File: src/rtl/core/sdvc_or_tree.sv
`default_nettype none
module sdvc_or_tree #(
    parameter int N = 64,
    parameter int W = 8
) (
    input  wire             clk,
    input  wire logic [N*W-1:0] leaves,
    output logic [W-1:0]    root
);
    localparam int LOGN = $clog2(N);
    localparam int G    = 1 << ((LOGN + 1) / 2);
    localparam int NG   = (N + G - 1) / G;

    logic [W-1:0] grp_reg  [NG];
    logic [W-1:0] grp_next [NG];
    logic [W-1:0] root_reg, root_next;

    always_comb
    begin
        for (int g = 0; g < NG; g++)
        begin
            grp_next[g] = '0;
            for (int m = 0; m < G; m++)
            begin
                if (g * G + m < N)
                    grp_next[g] = grp_next[g] | leaves[(g * G + m) * W +: W];
            end
        end
    end

    always_comb
    begin
        root_next = '0;
        for (int g = 0; g < NG; g++)
            root_next = root_next | grp_reg[g];
    end

    always_ff @(posedge clk)
    begin
        for (int g = 0; g < NG; g++)
            grp_reg[g] <= grp_next[g];
        root_reg <= root_next;
    end

    assign root = root_reg;

endmodule
`default_nettype wire

File: config.mk
export PLATFORM = sky130hd
export DESIGN_NAME = sdvc_or_tree
export DESIGN_NICKNAME = d
export VERILOG_FILES = /design/src/rtl/core/sdvc_or_tree.sv
export SDC_FILE = /design/constraint.sdc
export NUM_CORES = 1
export LEC_CHECK = 0
export ABC_AREA = 0
export BUFFER_PORTS_ARGS = -buffer_cell sky130_fd_sc_hd__buf_2
export CAP_MARGIN = 10
export CORE_AREA = 3 3 202 204
export CTS_BUF_LIST = sky130_fd_sc_hd__clkbuf_8
export DETAILED_ROUTE_END_ITERATION = 6
export DIE_AREA = 0 0 205 207
export GPL_ROUTABILITY_DRIVEN = 0
export HOLD_SLACK_MARGIN = 0.12
export PLACE_DENSITY = 0.36
export SLEW_MARGIN = 30
export SYNTH_ARGS = -nofsm -noshare
export SYNTH_HDL_FRONTEND = slang
export SYNTH_SLANG_ARGS = --single-unit
File: constraint.sdc
create_clock -name clk -period 0.9 [get_ports clk]
set_clock_uncertainty 0.05 [all_clocks]
set_input_delay 0.18 -clock clk [delete_from_list [all_inputs] [get_ports clk]]
set_output_delay 0.18 -clock clk [all_outputs]
set_load 0.005 [all_outputs]
==> results.json <==
{
  "maxSlewViolCount": 0,
  "p_leak_uw": 0.003761,
  "min_to": "grp_reg[1][2]",
  "dp.cells": 1343,
  "initial_core_util_pct": 6.621,
  "insertion_delay_ps": 390,
  "grt_pass1_vias": 6120,
  "synth_fa_ha_area_share_pct": 0,
  "drtIter0Drc": 204,
  "ir_drop_mv": 0.4582,
  "wl_mm": 22.82,
  "comb_power_share_pct": 26.8,
  "cp_max_fo": 1,
  "ant_nets": 0,
  "power_uw": 8438,
  "synth_compound_area_share_pct": 0,
  "portBuffers": 520,
  "num_vias": 5402,
  "clk_pin_slew_ps": 90,
  "seq_area_frac_synth_pct": 55.17,
  "hpwl_mm": 16.67,
  "yosys_warnings": 0,
  "synth-simple-area-share_pct": 44.83,
  "clkPwrFrac_pct": 35.3,
  "power.density_nw_per_um2": 954.3,
  "layout_common_cells": "buf_2, dlygate4sd3_1, nand2_1",
  "clock-root-buffer": "clkbuf_8",
  "utilization_pct": 22.41,
  "layout_setup_ws_ps": -158.4,
  "yosys.area.top_type": "dfxtp_1",
  "pre_cts_ws_ps": -391.4,
  "synth_area_leaders": "dfxtp_1, nor4_1, nand2_1",
  "htreeDepth": 3,
  "synth_top_area_share_pct": 55.17,
  "largest_reg_flops": 64,
  "rrSetupSlack_ps": -50,
  "syn_avg_cell_area_um2": 9.071,
  "max_freq_ghz": 0.9448,
  "rr_endpoint": "root[5]",
  "finalCritPeriodShare_pct": 117.6,
  "core-area_um2": 39460,
  "cts_tree": "built",
  "drv_cap": 0,
  "start_kind": "register",
  "critical-path-slowest-cell": "dfxtp_2",
  "hold_start": "leaves[290]",
  "holdWs_ps": -66.27,
  "ys_types": 3,
  "nets": 1517,
  "dieHeight_um": 207,
  "row_count": 73,
  "min_period_ps": 1058,
  "wl_per_cell_um": 14.87,
  "drive_above_1_share_pct": 57.98,
  "grt_usage_pct": 9.868,
  "r2r-start": "grp_reg[0][13]",
  "pin_count": 521,
  "dieArea_um2": 42440,
  "netlist_area_um2": 2613,
  "worst-setup-path-type": "register to output pin",
  "seqPwrFrac_pct": 37.9,
  "failed_checks": "hold timing, setup timing",
  "finalSetupViolations": 48,
  "syn_to_final_growth_pct": 238.5,
  "layout_commonest_cell": "buf_2",
  "slew_headroom_pct": 54.80,
  "status": "finished with violations",
  "crit_buf_inv": 1,
  "syn_inst": 288,
  "grt_max_degree": 14,
  "drtPass1Iterations": 4,
  "crit_path_end_kind": "output pin",
  "final_cells": 1535,
  "nFillCells": 4335,
  "synth_mux_area_share_pct": 0,
  "finalHoldViolCount": 56,
  "synth_top_family_by_area": "simple AND/OR/NAND/NOR gates",
  "cts.sinks": 72,
  "cpPeakStageDelay_ps": 330,
  "syn_nets": 801,
  "cts_buffers": 9,
  "p_sw_share_pct": 26.16,
  "hold_path_class": "input pin to register",
  "finalSetupTns_ps": -2427,
  "grt_pass1_wl_mm": 31.31,
  "r2r.worst_path.cells": 2,
  "synth_xor_area_share_pct": 0,
  "required_ps": 670,
  "worstHoldPathCells": 3,
  "critPathLaunch": "root[5]",
  "synth_seq_cells": 72,
  "die_x_um": 205,
  "avgViaCountPerCell": 3.519,
  "globalRouteOverflowTotal": 0,
  "cpLargestDelayFamily": "flip-flops",
  "clock_path_buffers": 2,
  "route.detailed.drc": 0,
  "p_int_uw": 6230,
  "worstMarginPinSlew_ps": 671.8,
  "cp_cell_sequence": "buf_6",
  "grt_antenna_before_repair": 1,
  "rsz0062_at_grt": "true",
  "cp.arrival_ps": 830,
  "p_switching_uw": 2207
}
[cell type report]
type	count	area, um^2	share of cell area, %
repair buffers	705	4698	53.13
multi-input cells	216	1813	20.50
clock inverters	7	96.34	1.090
diodes	1	2.502	0.02830
clock buffers	9	123.9	1.401
well taps	525	656.9	7.429
flip-flops and latches	72	1451	16.41
[layer usage]
layer / track usage [%] / up-vias / wire length, um
met3: 3.253 / 59 / 2006
met5: 0 / - / 0
met4: 5.161 / 0 / 969
li1: - / 2589 / -
met1: 9.501 / 2433 / 7587
met2: 18.43 / 321 / 12260
[how the worst max path moves through the flow]
| stage | endpoint | slack, ps | cells after the start |
|---|---|---|---|
| global placement | grp_reg[0][16] | -410 | 3 |
| floorplan | root[0] | 140 | 2 |
| global route | root[5] | -250 | 1 |
| detailed placement | grp_reg[0][16] | -390 | 3 |
| finish | root[5] | -160 | 1 |
| CTS | root[5] | -240 | 1 |
[repair_timing]
| item | 4_1_cts | 5_1_grt |
|---|---|---|
| resized for setup | 12 | 101 |
| setup buffers | 0 | 0 |
| pin swaps | 4 | 52 |
| endpoints found under the setup margin | 14 | 60 |
| hold endpoints to repair | 64 | 58 |
| hold buffers | 215 | 9 |
[logic make-up after synthesis]
group and Yosys count:
and+or+nand+nor 216, DFF 72
[power groups by stage]
| stage | registers [uW] | logic [uW] | clock network, uW |
|---|---|---|---|
| CTS | 3200 | 2040 | 3300 |
| global route | 3200 | 2420 | 3410 |
| global placement | 3270 | 1300 | 0 |
| finish | 3200 | 2260 | 2980 |
| detailed placement | 3270 | 1300 | 0 |
| floorplan | 3270 | 107 | 0 |
[stage by stage]
stage               hold WS, ps  cell area, um^2
floorplan                 220.9             2613
global placement          317.6             5947
detailed placement        317.1             5947
CTS                      -138.0             8368
global route             -121.1             8842
finish                   -66.27             8842
[synthesized netlist by cell type]
master   number
dfxtp_1      72
nand2_1      72
nor4_1      144
[tightest hold or removal path: cells and delay by family]
family / cells / cell delay [ps]
buffers and inverters: 1 / 90
and+or+nand+nor: 2 / 80
Note: power is estimated with default switching activity, not from simulation.
