File: config.mk
export PLATFORM = sky130hd
export DESIGN_NAME = sdvc_cell
export DESIGN_NICKNAME = d
export VERILOG_FILES = /design/src/rtl/core/sdvc_pkg.sv /design/src/rtl/core/sdvc_cell.sv
export SDC_FILE = /design/constraint.sdc
export NUM_CORES = 1
export LEC_CHECK = 0
export BUFFER_PORTS_ARGS = -buffer_cell sky130_fd_sc_hd__buf_4
export CAP_MARGIN = 20
export CELL_PAD_IN_SITES_DETAIL_PLACEMENT = 1
export CELL_PAD_IN_SITES_GLOBAL_PLACEMENT = 1
export CORE_ASPECT_RATIO = 0.75
export CORE_MARGIN = 3
export CORE_UTILIZATION = 32
export DETAILED_ROUTE_END_ITERATION = 8
export GPL_ROUTABILITY_DRIVEN = 0
export HOLD_SLACK_MARGIN = 0.03
export PLACE_DENSITY = 0.9
export SLEW_MARGIN = 25
export SYNTH_ARGS = -nofsm -noshare
export SYNTH_HDL_FRONTEND = slang
export SYNTH_SLANG_ARGS = --single-unit
File: constraint.sdc
create_clock -name clk -period 2.95 [get_ports clk]
set_input_delay 0.1475 -clock clk [delete_from_list [all_inputs] [get_ports clk]]
set_output_delay 0.1475 -clock clk [all_outputs]
set_load 0.1 [all_outputs]
File: src/rtl/core/sdvc_pkg.sv
`default_nettype none
package sdvc_pkg;

    localparam int CAPACITY_DEF  = 64;
    localparam int KEY_WIDTH_DEF = 32;
    localparam int CNT_W         = 32;
    localparam int IO_KEY_W      = 32;
    localparam int CMD_W         = 2;
    localparam int RANK_W        = 6;
    localparam int STATUS_W      = 2;
    localparam int TOTAL_W       = 7;

    typedef enum logic [CMD_W-1:0] {
        CMD_ADD    = 2'd0,
        CMD_LOOKUP = 2'd1,
        CMD_READ   = 2'd2,
        CMD_CLEAR  = 2'd3
    } cmd_t;

    typedef enum logic [STATUS_W-1:0] {
        STAT_OK   = 2'd0,
        STAT_FULL = 2'd1,
        STAT_MISS = 2'd2
    } status_t;

    typedef struct packed {
        logic capture;
        logic is_read;
        logic bump;
        logic insert;
    } cell_ctrl_t;

    function automatic logic [CNT_W-1:0] sat_inc(input logic [CNT_W-1:0] c);
        sat_inc = (c == '1) ? c : c + CNT_W'(1);
    endfunction

endpackage
`default_nettype wire

File: src/rtl/core/sdvc_cell.sv
`default_nettype none
module sdvc_cell #(
    parameter int IDX       = 0,
    parameter int CAPACITY  = sdvc_pkg::CAPACITY_DEF,
    parameter int KEY_WIDTH = sdvc_pkg::KEY_WIDTH_DEF,
    localparam int IW = $clog2(CAPACITY),
    localparam int NW = $clog2(CAPACITY + 1),
    localparam int LW = 1 + IW + KEY_WIDTH + sdvc_pkg::CNT_W + IW
) (
    input  wire                             clk,
    input  wire sdvc_pkg::cell_ctrl_t       ctrl,
    input  wire logic signed [KEY_WIDTH-1:0] key,
    input  wire logic [sdvc_pkg::RANK_W-1:0] rank_index,
    input  wire logic [NW-1:0]              n,
    input  wire logic signed [KEY_WIDTH-1:0] prev_key,
    input  wire logic [sdvc_pkg::CNT_W-1:0]  prev_count,
    input  wire logic                       prev_lt,
    output logic signed [KEY_WIDTH-1:0]     key_out,
    output logic [sdvc_pkg::CNT_W-1:0]      count_out,
    output logic                            lt_out,
    output logic [LW-1:0]                   leaf
);
    import sdvc_pkg::*;

    logic signed [KEY_WIDTH-1:0] key_reg,   key_next;
    logic [CNT_W-1:0]            cnt_reg,   cnt_next;
    logic                        lt_reg,    lt_next;
    logic                        match_reg, match_next;
    logic                        in_use;
    logic                        bnd;
    logic                        shift;

    assign in_use = 32'(IDX) < 32'(n);
    assign bnd    = !lt_reg && prev_lt;
    assign shift  = !prev_lt;

    always_comb
    begin
        key_next   = key_reg;
        cnt_next   = cnt_reg;
        lt_next    = lt_reg;
        match_next = match_reg;
        if (ctrl.capture)
        begin
            lt_next = in_use && (key_reg < key);
            if (ctrl.is_read)
                match_next = in_use && (32'(rank_index) == 32'(IDX));
            else
                match_next = in_use && (key_reg == key);
        end
        if (ctrl.bump && match_reg)
            cnt_next = sat_inc(cnt_reg);
        if (ctrl.insert)
        begin
            if (shift)
            begin
                key_next = prev_key;
                cnt_next = prev_count;
            end
            else if (bnd)
            begin
                key_next = key;
                cnt_next = CNT_W'(1);
            end
        end
    end

    always_ff @(posedge clk)
    begin
        key_reg   <= key_next;
        cnt_reg   <= cnt_next;
        lt_reg    <= lt_next;
        match_reg <= match_next;
    end

    assign key_out   = key_reg;
    assign count_out = cnt_reg;
    assign lt_out    = lt_reg;
    assign leaf = {match_reg,
                   match_reg ? IW'(IDX) : IW'(0),
                   match_reg ? key_reg : KEY_WIDTH'(0),
                   match_reg ? cnt_reg : CNT_W'(0),
                   bnd ? IW'(IDX) : IW'(0)};

endmodule
`default_nettype wire

==> flow_summary.toml, run 1 <==
[power]
vdd_drop_max_uv = 291
p_leak_nw = 3.35
power_density_nw_per_um2 = 601

[floorplan]
die-area_um2 = 16500
die_h_um = 112
row_count = 38
initial_utilization = 0.329
io_pins = 257
die_width_um = 147
coreArea_um2 = 14500

[synthesis]
synth-compound-area-share = 0.126
synth_flop_cell = "edfxtp_1"
synthMuxAreaShare = 0.0798
synth_area_um2 = 4780
async_flop_share = 0
synth_fa_ha_area_frac = 0.0863
avgSynthCellArea_um2 = 9.06
synth_top_family_by_area = "simple AND/OR/NAND/NOR gates"
yosys.cell_types.count = 61
ys_seq_area_frac = 0.347
synth-simple-area-share = 0.268
synth_seq_cells = 66
syn-instance-count = 528
ys_warn_count = 0
synth_xor_area_frac = 0.0165
synth_edf_count = 34

[placed_design]
place_ws_ns = 0.408
dp_hpwl_um = 14200
port_buffers = 244

[worst_setup_path]
path_max_fanout = 15
worstPathArrival_ns = 2.80
crit_type = "reg -> reg"
critPathMaxStageDelay_ns = 0.85
cp_slowest_cell = "o41ai_4"
cp-start-kind = "register"
required_ns = 3.16
end_kind = "register"
cp_cell_sequence = "nand3_1 -> or4_4 -> o41ai_4 -> nor3_2 -> a221o_1"

[finish]
mostFrequentLayoutCell = "buf_4"
fill_cells = 1753
fin_nets = 933
layout_common_cells = "257 x buf_4, 64 x and2_1, 47 x nand2_1"
antenna_cells = 0
area_growth_syn_to_layout_pct = 51.6
drive_above_1_share = 0.416

[clock_network]
clock_path_buffers = 2
cts.sinks = 66
h-tree-depth = 3
cts_buffers = 9
cts_root_buffer = "clkbuf_16"
clkLatencyLatePin_ns = 0.33
cts_tree = "built"
path_clk_slew_ns = 0.06

[sta]
final_hold_viol_count = 0
skew_ns = 0.00749
fin_crit_sh = 0.878
fmax_mhz = 386
fin_ws_ns = 0.358
slew_headroom = 0.405
tns_ns = 0
min_period_ns = 2.59
setup_viol = 0
drv_slew = 0
rsz0062_at_grt = "no"
worst_slew_pin_slew_ns = 0.890
whs_ns = 0.0401

[route]
first_pass_iters = 4
route.detailed.drc = 0
dr_total_vias = 4970
wl_um = 18200
ant_nets = 0
routedWlPerCell_um = 18.4
drt_iter0_drc = 227
via_per_inst = 5.02

[job]
drv_cap = 0

[global_route]
antenna_found_initial = 0
grtUsageTotal = 0.213
grt_pass1_vias = 5193
grt_overflow = 0
grt_first_pass_wirelength_um = 28400
grt_max_degree = 67

[min_path]
min_path_type = "in -> reg"

[status]
outcome = "completed"
==> cell usage after synthesis (all sizes together) (10+ instances only) <==
cell,n,share of area
nand4,13,0.018
o21ai,16,0.017
nand3,23,0.027
inv,39,0.031
clkbuf,22,0.019
and3,11,0.015
o211ai,10,0.016
and2,66,0.087
buf,16,0.025
mux2,33,0.078
ha,33,0.086
a21oi,22,0.023
nand2,48,0.038
nor2,18,0.014
edfxtp,34,0.21
dfxtp,32,0.13
==> layout make-up <==
| cell class | instances | area [um^2] | share of cell area |
|---|---|---|---|
| sequential | 66 | 1660 | 0.229 |
| multi-input combinational | 396 | 2810 | 0.387 |
| timing repair buffer | 273 | 2100 | 0.289 |
| inverter | 39 | 146 | 0.0202 |
| clock inverter | 5 | 55.1 | 0.00759 |
| tap | 200 | 250 | 0.0345 |
| clock buffer | 11 | 233 | 0.0321 |
==> worst max-delay path: cells and delay by family (launching register included) <==
| kind | cells | cell delay (ns) |
|---|---|---|
| AO/OA/AOI/OAI | 2 | 1.16 |
| AND/OR/NAND/NOR | 3 | 0.89 |
| flip-flops | 1 | 0.42 |
==> cells by family (layout without fill, tap and decap cells) <==
logic type      count (synthesis)  after routing
compound gates                 86             86
xor+xnor                        9              9
fa+ha+maj                      33             33
buf+inv                        77            328
flops                          66             66
mux                            34             34
other cells                     1             12
simple gates                  222            222
==> worst paths after layout <==
path | slack [ns] | from | cells past startpoint | endpoint
min reg2reg | 0.57 | count_out[15] | 2 | count_out[15]
max reg2reg | 0.36 | count_out[13] | 5 | count_out[19]
min | 0.04 | prev_count[16] | 3 | count_out[16]
max | 0.36 | count_out[13] | 5 | count_out[19]
==> per-layer routing <==
metal	vias up	GRT usage	wire [um]
met5	-	0	0
li1	2397	-	-
met2	157	0.358	8760
met3	9	0.0476	1020
met1	2407	0.288	8270
met4	0	0.0348	129
==> repair_timing <==
| item | CTS | global route |
|---|---|---|
| hold buffers | 14 | 1 |
| setup buffers | 0 | 0 |
| resized for setup | 0 | 0 |
| hold endpoints to repair | 15 | 1 |
==> metrics by stage <==
stage | util | area (um^2) | std cells | total power, mW
floorplan | - | 4830 | 539 | 2.79
global placement | 0.468 | 6820 | 959 | 3.27
detailed placement | 0.468 | 6820 | 959 | 3.31
CTS | 0.498 | 7240 | 989 | 4.39
global route | 0.499 | 7250 | 990 | 4.53
finish | 0.499 | 7250 | 990 | 4.36
==> power by group <==
group	switching [mW]	internal (mW)	total [mW]
clock	0.403	0.652	1.06
sequential	0.141	1.07	1.22
combinational	1.58	0.510	2.09
total	2.12	2.24	4.36
Power figures use the tool's default switching activity.
==> run 2: changes to the inputs <==
--- a/config.mk
+++ b/config.mk
@@ -15,8 +15,7 @@
 export DETAILED_ROUTE_END_ITERATION = 8
 export GPL_ROUTABILITY_DRIVEN = 0
 export HOLD_SLACK_MARGIN = 0.03
-export PLACE_DENSITY = 0.9
-export SLEW_MARGIN = 25
+export PLACE_DENSITY_LB_ADDON = 0.1
 export SYNTH_ARGS = -nofsm -noshare
 export SYNTH_HDL_FRONTEND = slang
 export SYNTH_SLANG_ARGS = --single-unit
==> flow_summary.toml, run 2 (synthesis results as in run 1) <==
[global_route]
grt_pass1_vias = 5277
grt_max_degree = 67
grt.busiest_layer = "met2"
met1_usage = 0.274
grt_first_pass_wirelength_um = 28300
antenna_found_initial = 0
grtUsageTotal = 0.214
grt.met3_usage = 0.0683
grtUsageMet2 = 0.355
grt_overflow = 0

[worst_setup_path]
crit_type = "reg -> reg"
path_max_fanout = 3
worstPathArrival_ns = 2.70
end_kind = "register"
required_ns = 3.04
cp-start-kind = "register"

[clock_network]
h-tree-depth = 3
cts_buffers = 9
cts_root_buffer = "clkbuf_16"
path_clk_slew_ns = 0.06
clock_path_buffers = 2
post_cts_buffers = 0
clkLatencyLatePin_ns = 0.34
cts_tree = "built"
post_cts_resized = 0
cts.sinks = 66
cts_hold_buf = 23

[sta]
slew_headroom = 0.536
drv_slew = 0
skew_ns = 0.00880
fin_crit_sh = 0.885
tns_ns = 0
min_period_ns = 2.61
setup_viol = 0
fmax_mhz = 383
rsz0062_at_grt = "no"
worst_slew_pin_slew_ns = 0.695
final_hold_viol_count = 0

[finish]
stdcell_count = 993
fill_cells = 1755
layout_common_cells = "253 x buf_4, 64 x and2_1, 47 x nand2_1"
antenna_cells = 0
area_growth_syn_to_layout_pct = 53.4
fin_nets = 936
drive_above_1_share = 0.412
mostFrequentLayoutCell = "buf_4"

[placed_design]
dp_hpwl_um = 13700
port_buffers = 244
dp.cells = 954

[job]
drv_cap = 0

[floorplan]
coreArea_um2 = 14500
die_h_um = 112
row_count = 38
die-area_um2 = 16500
io_pins = 257
initial_utilization = 0.329
die_width_um = 147

[route]
drt_iter0_drc = 189
dr_total_vias = 4998
wl_um = 18100
first_pass_iters = 4
routedWlPerCell_um = 18.2
route.detailed.drc = 0
via_per_inst = 5.03
ant_nets = 0

[status]
outcome = "completed"

[power]
vdd_drop_max_uv = 438
power_density_nw_per_um2 = 617
p_leak_nw = 3.39

[min_path]
min_path_type = "in -> reg"
run 2: area by class of cell:
class	instances	area [um^2]	share of cell area
Timing Repair Buffer	276	2130	0.290
Inverter	39	146	0.0199
Tap cell	200	250	0.0341
Multi-Input combinational cell	396	2810	0.383
Sequential cell	66	1660	0.226
Clock buffer	13	303	0.0413
Clock inverter	3	40.0	0.00546
run 2: power by group:
| group | switching [mW] | internal, mW |
|---|---|---|
| Sequential | 0.143 | 1.07 |
| Combinational | 1.58 | 0.508 |
| Clock | 0.427 | 0.801 |
| Total | 2.15 | 2.38 |
run 2: final timing paths:
path	from	endpoint	slack, ns	cells past startpoint
max	key_out[15]	lt_out	0.34	6
min reg2reg	count_out[15]	count_out[15]	0.57	2
max reg2reg	key_out[15]	lt_out	0.34	6
min	prev_count[31]	count_out[31]	0.04	3
run 2: per-stage QoR:
| step | hold WS (ns) | total power [mW] | worst slack [ns] | util | area, um^2 |
|---|---|---|---|---|---|
| finish | 0.0430 | 4.53 | 0.340 | 0.504 | 7340 |
| CTS | 0.0322 | 4.57 | 0.372 | 0.504 | 7340 |
| floorplan | 0.256 | 2.79 | 0.00855 | - | 4830 |
| global placement | 0.344 | 3.26 | 0.417 | 0.465 | 6770 |
| global route | 0.0332 | 4.70 | 0.268 | 0.504 | 7340 |
| detailed placement | 0.355 | 3.30 | 0.381 | 0.465 | 6770 |
run 2: per-layer routing:
metal | vias up | routed length (um)
li1 | 2411 | -
met5 | - | 0
met1 | 2395 | 8140
met2 | 180 | 8460
met3 | 12 | 1340
met4 | 0 | 151
run 2: critical path: stages (launching register included):
cell      delay [ns]
edfxtp_1        0.43
ha_1            0.36
nand4_1         0.17
nor4_1          0.53
o21ai_0         0.30
a31o_2          0.31
mux2_2          0.26
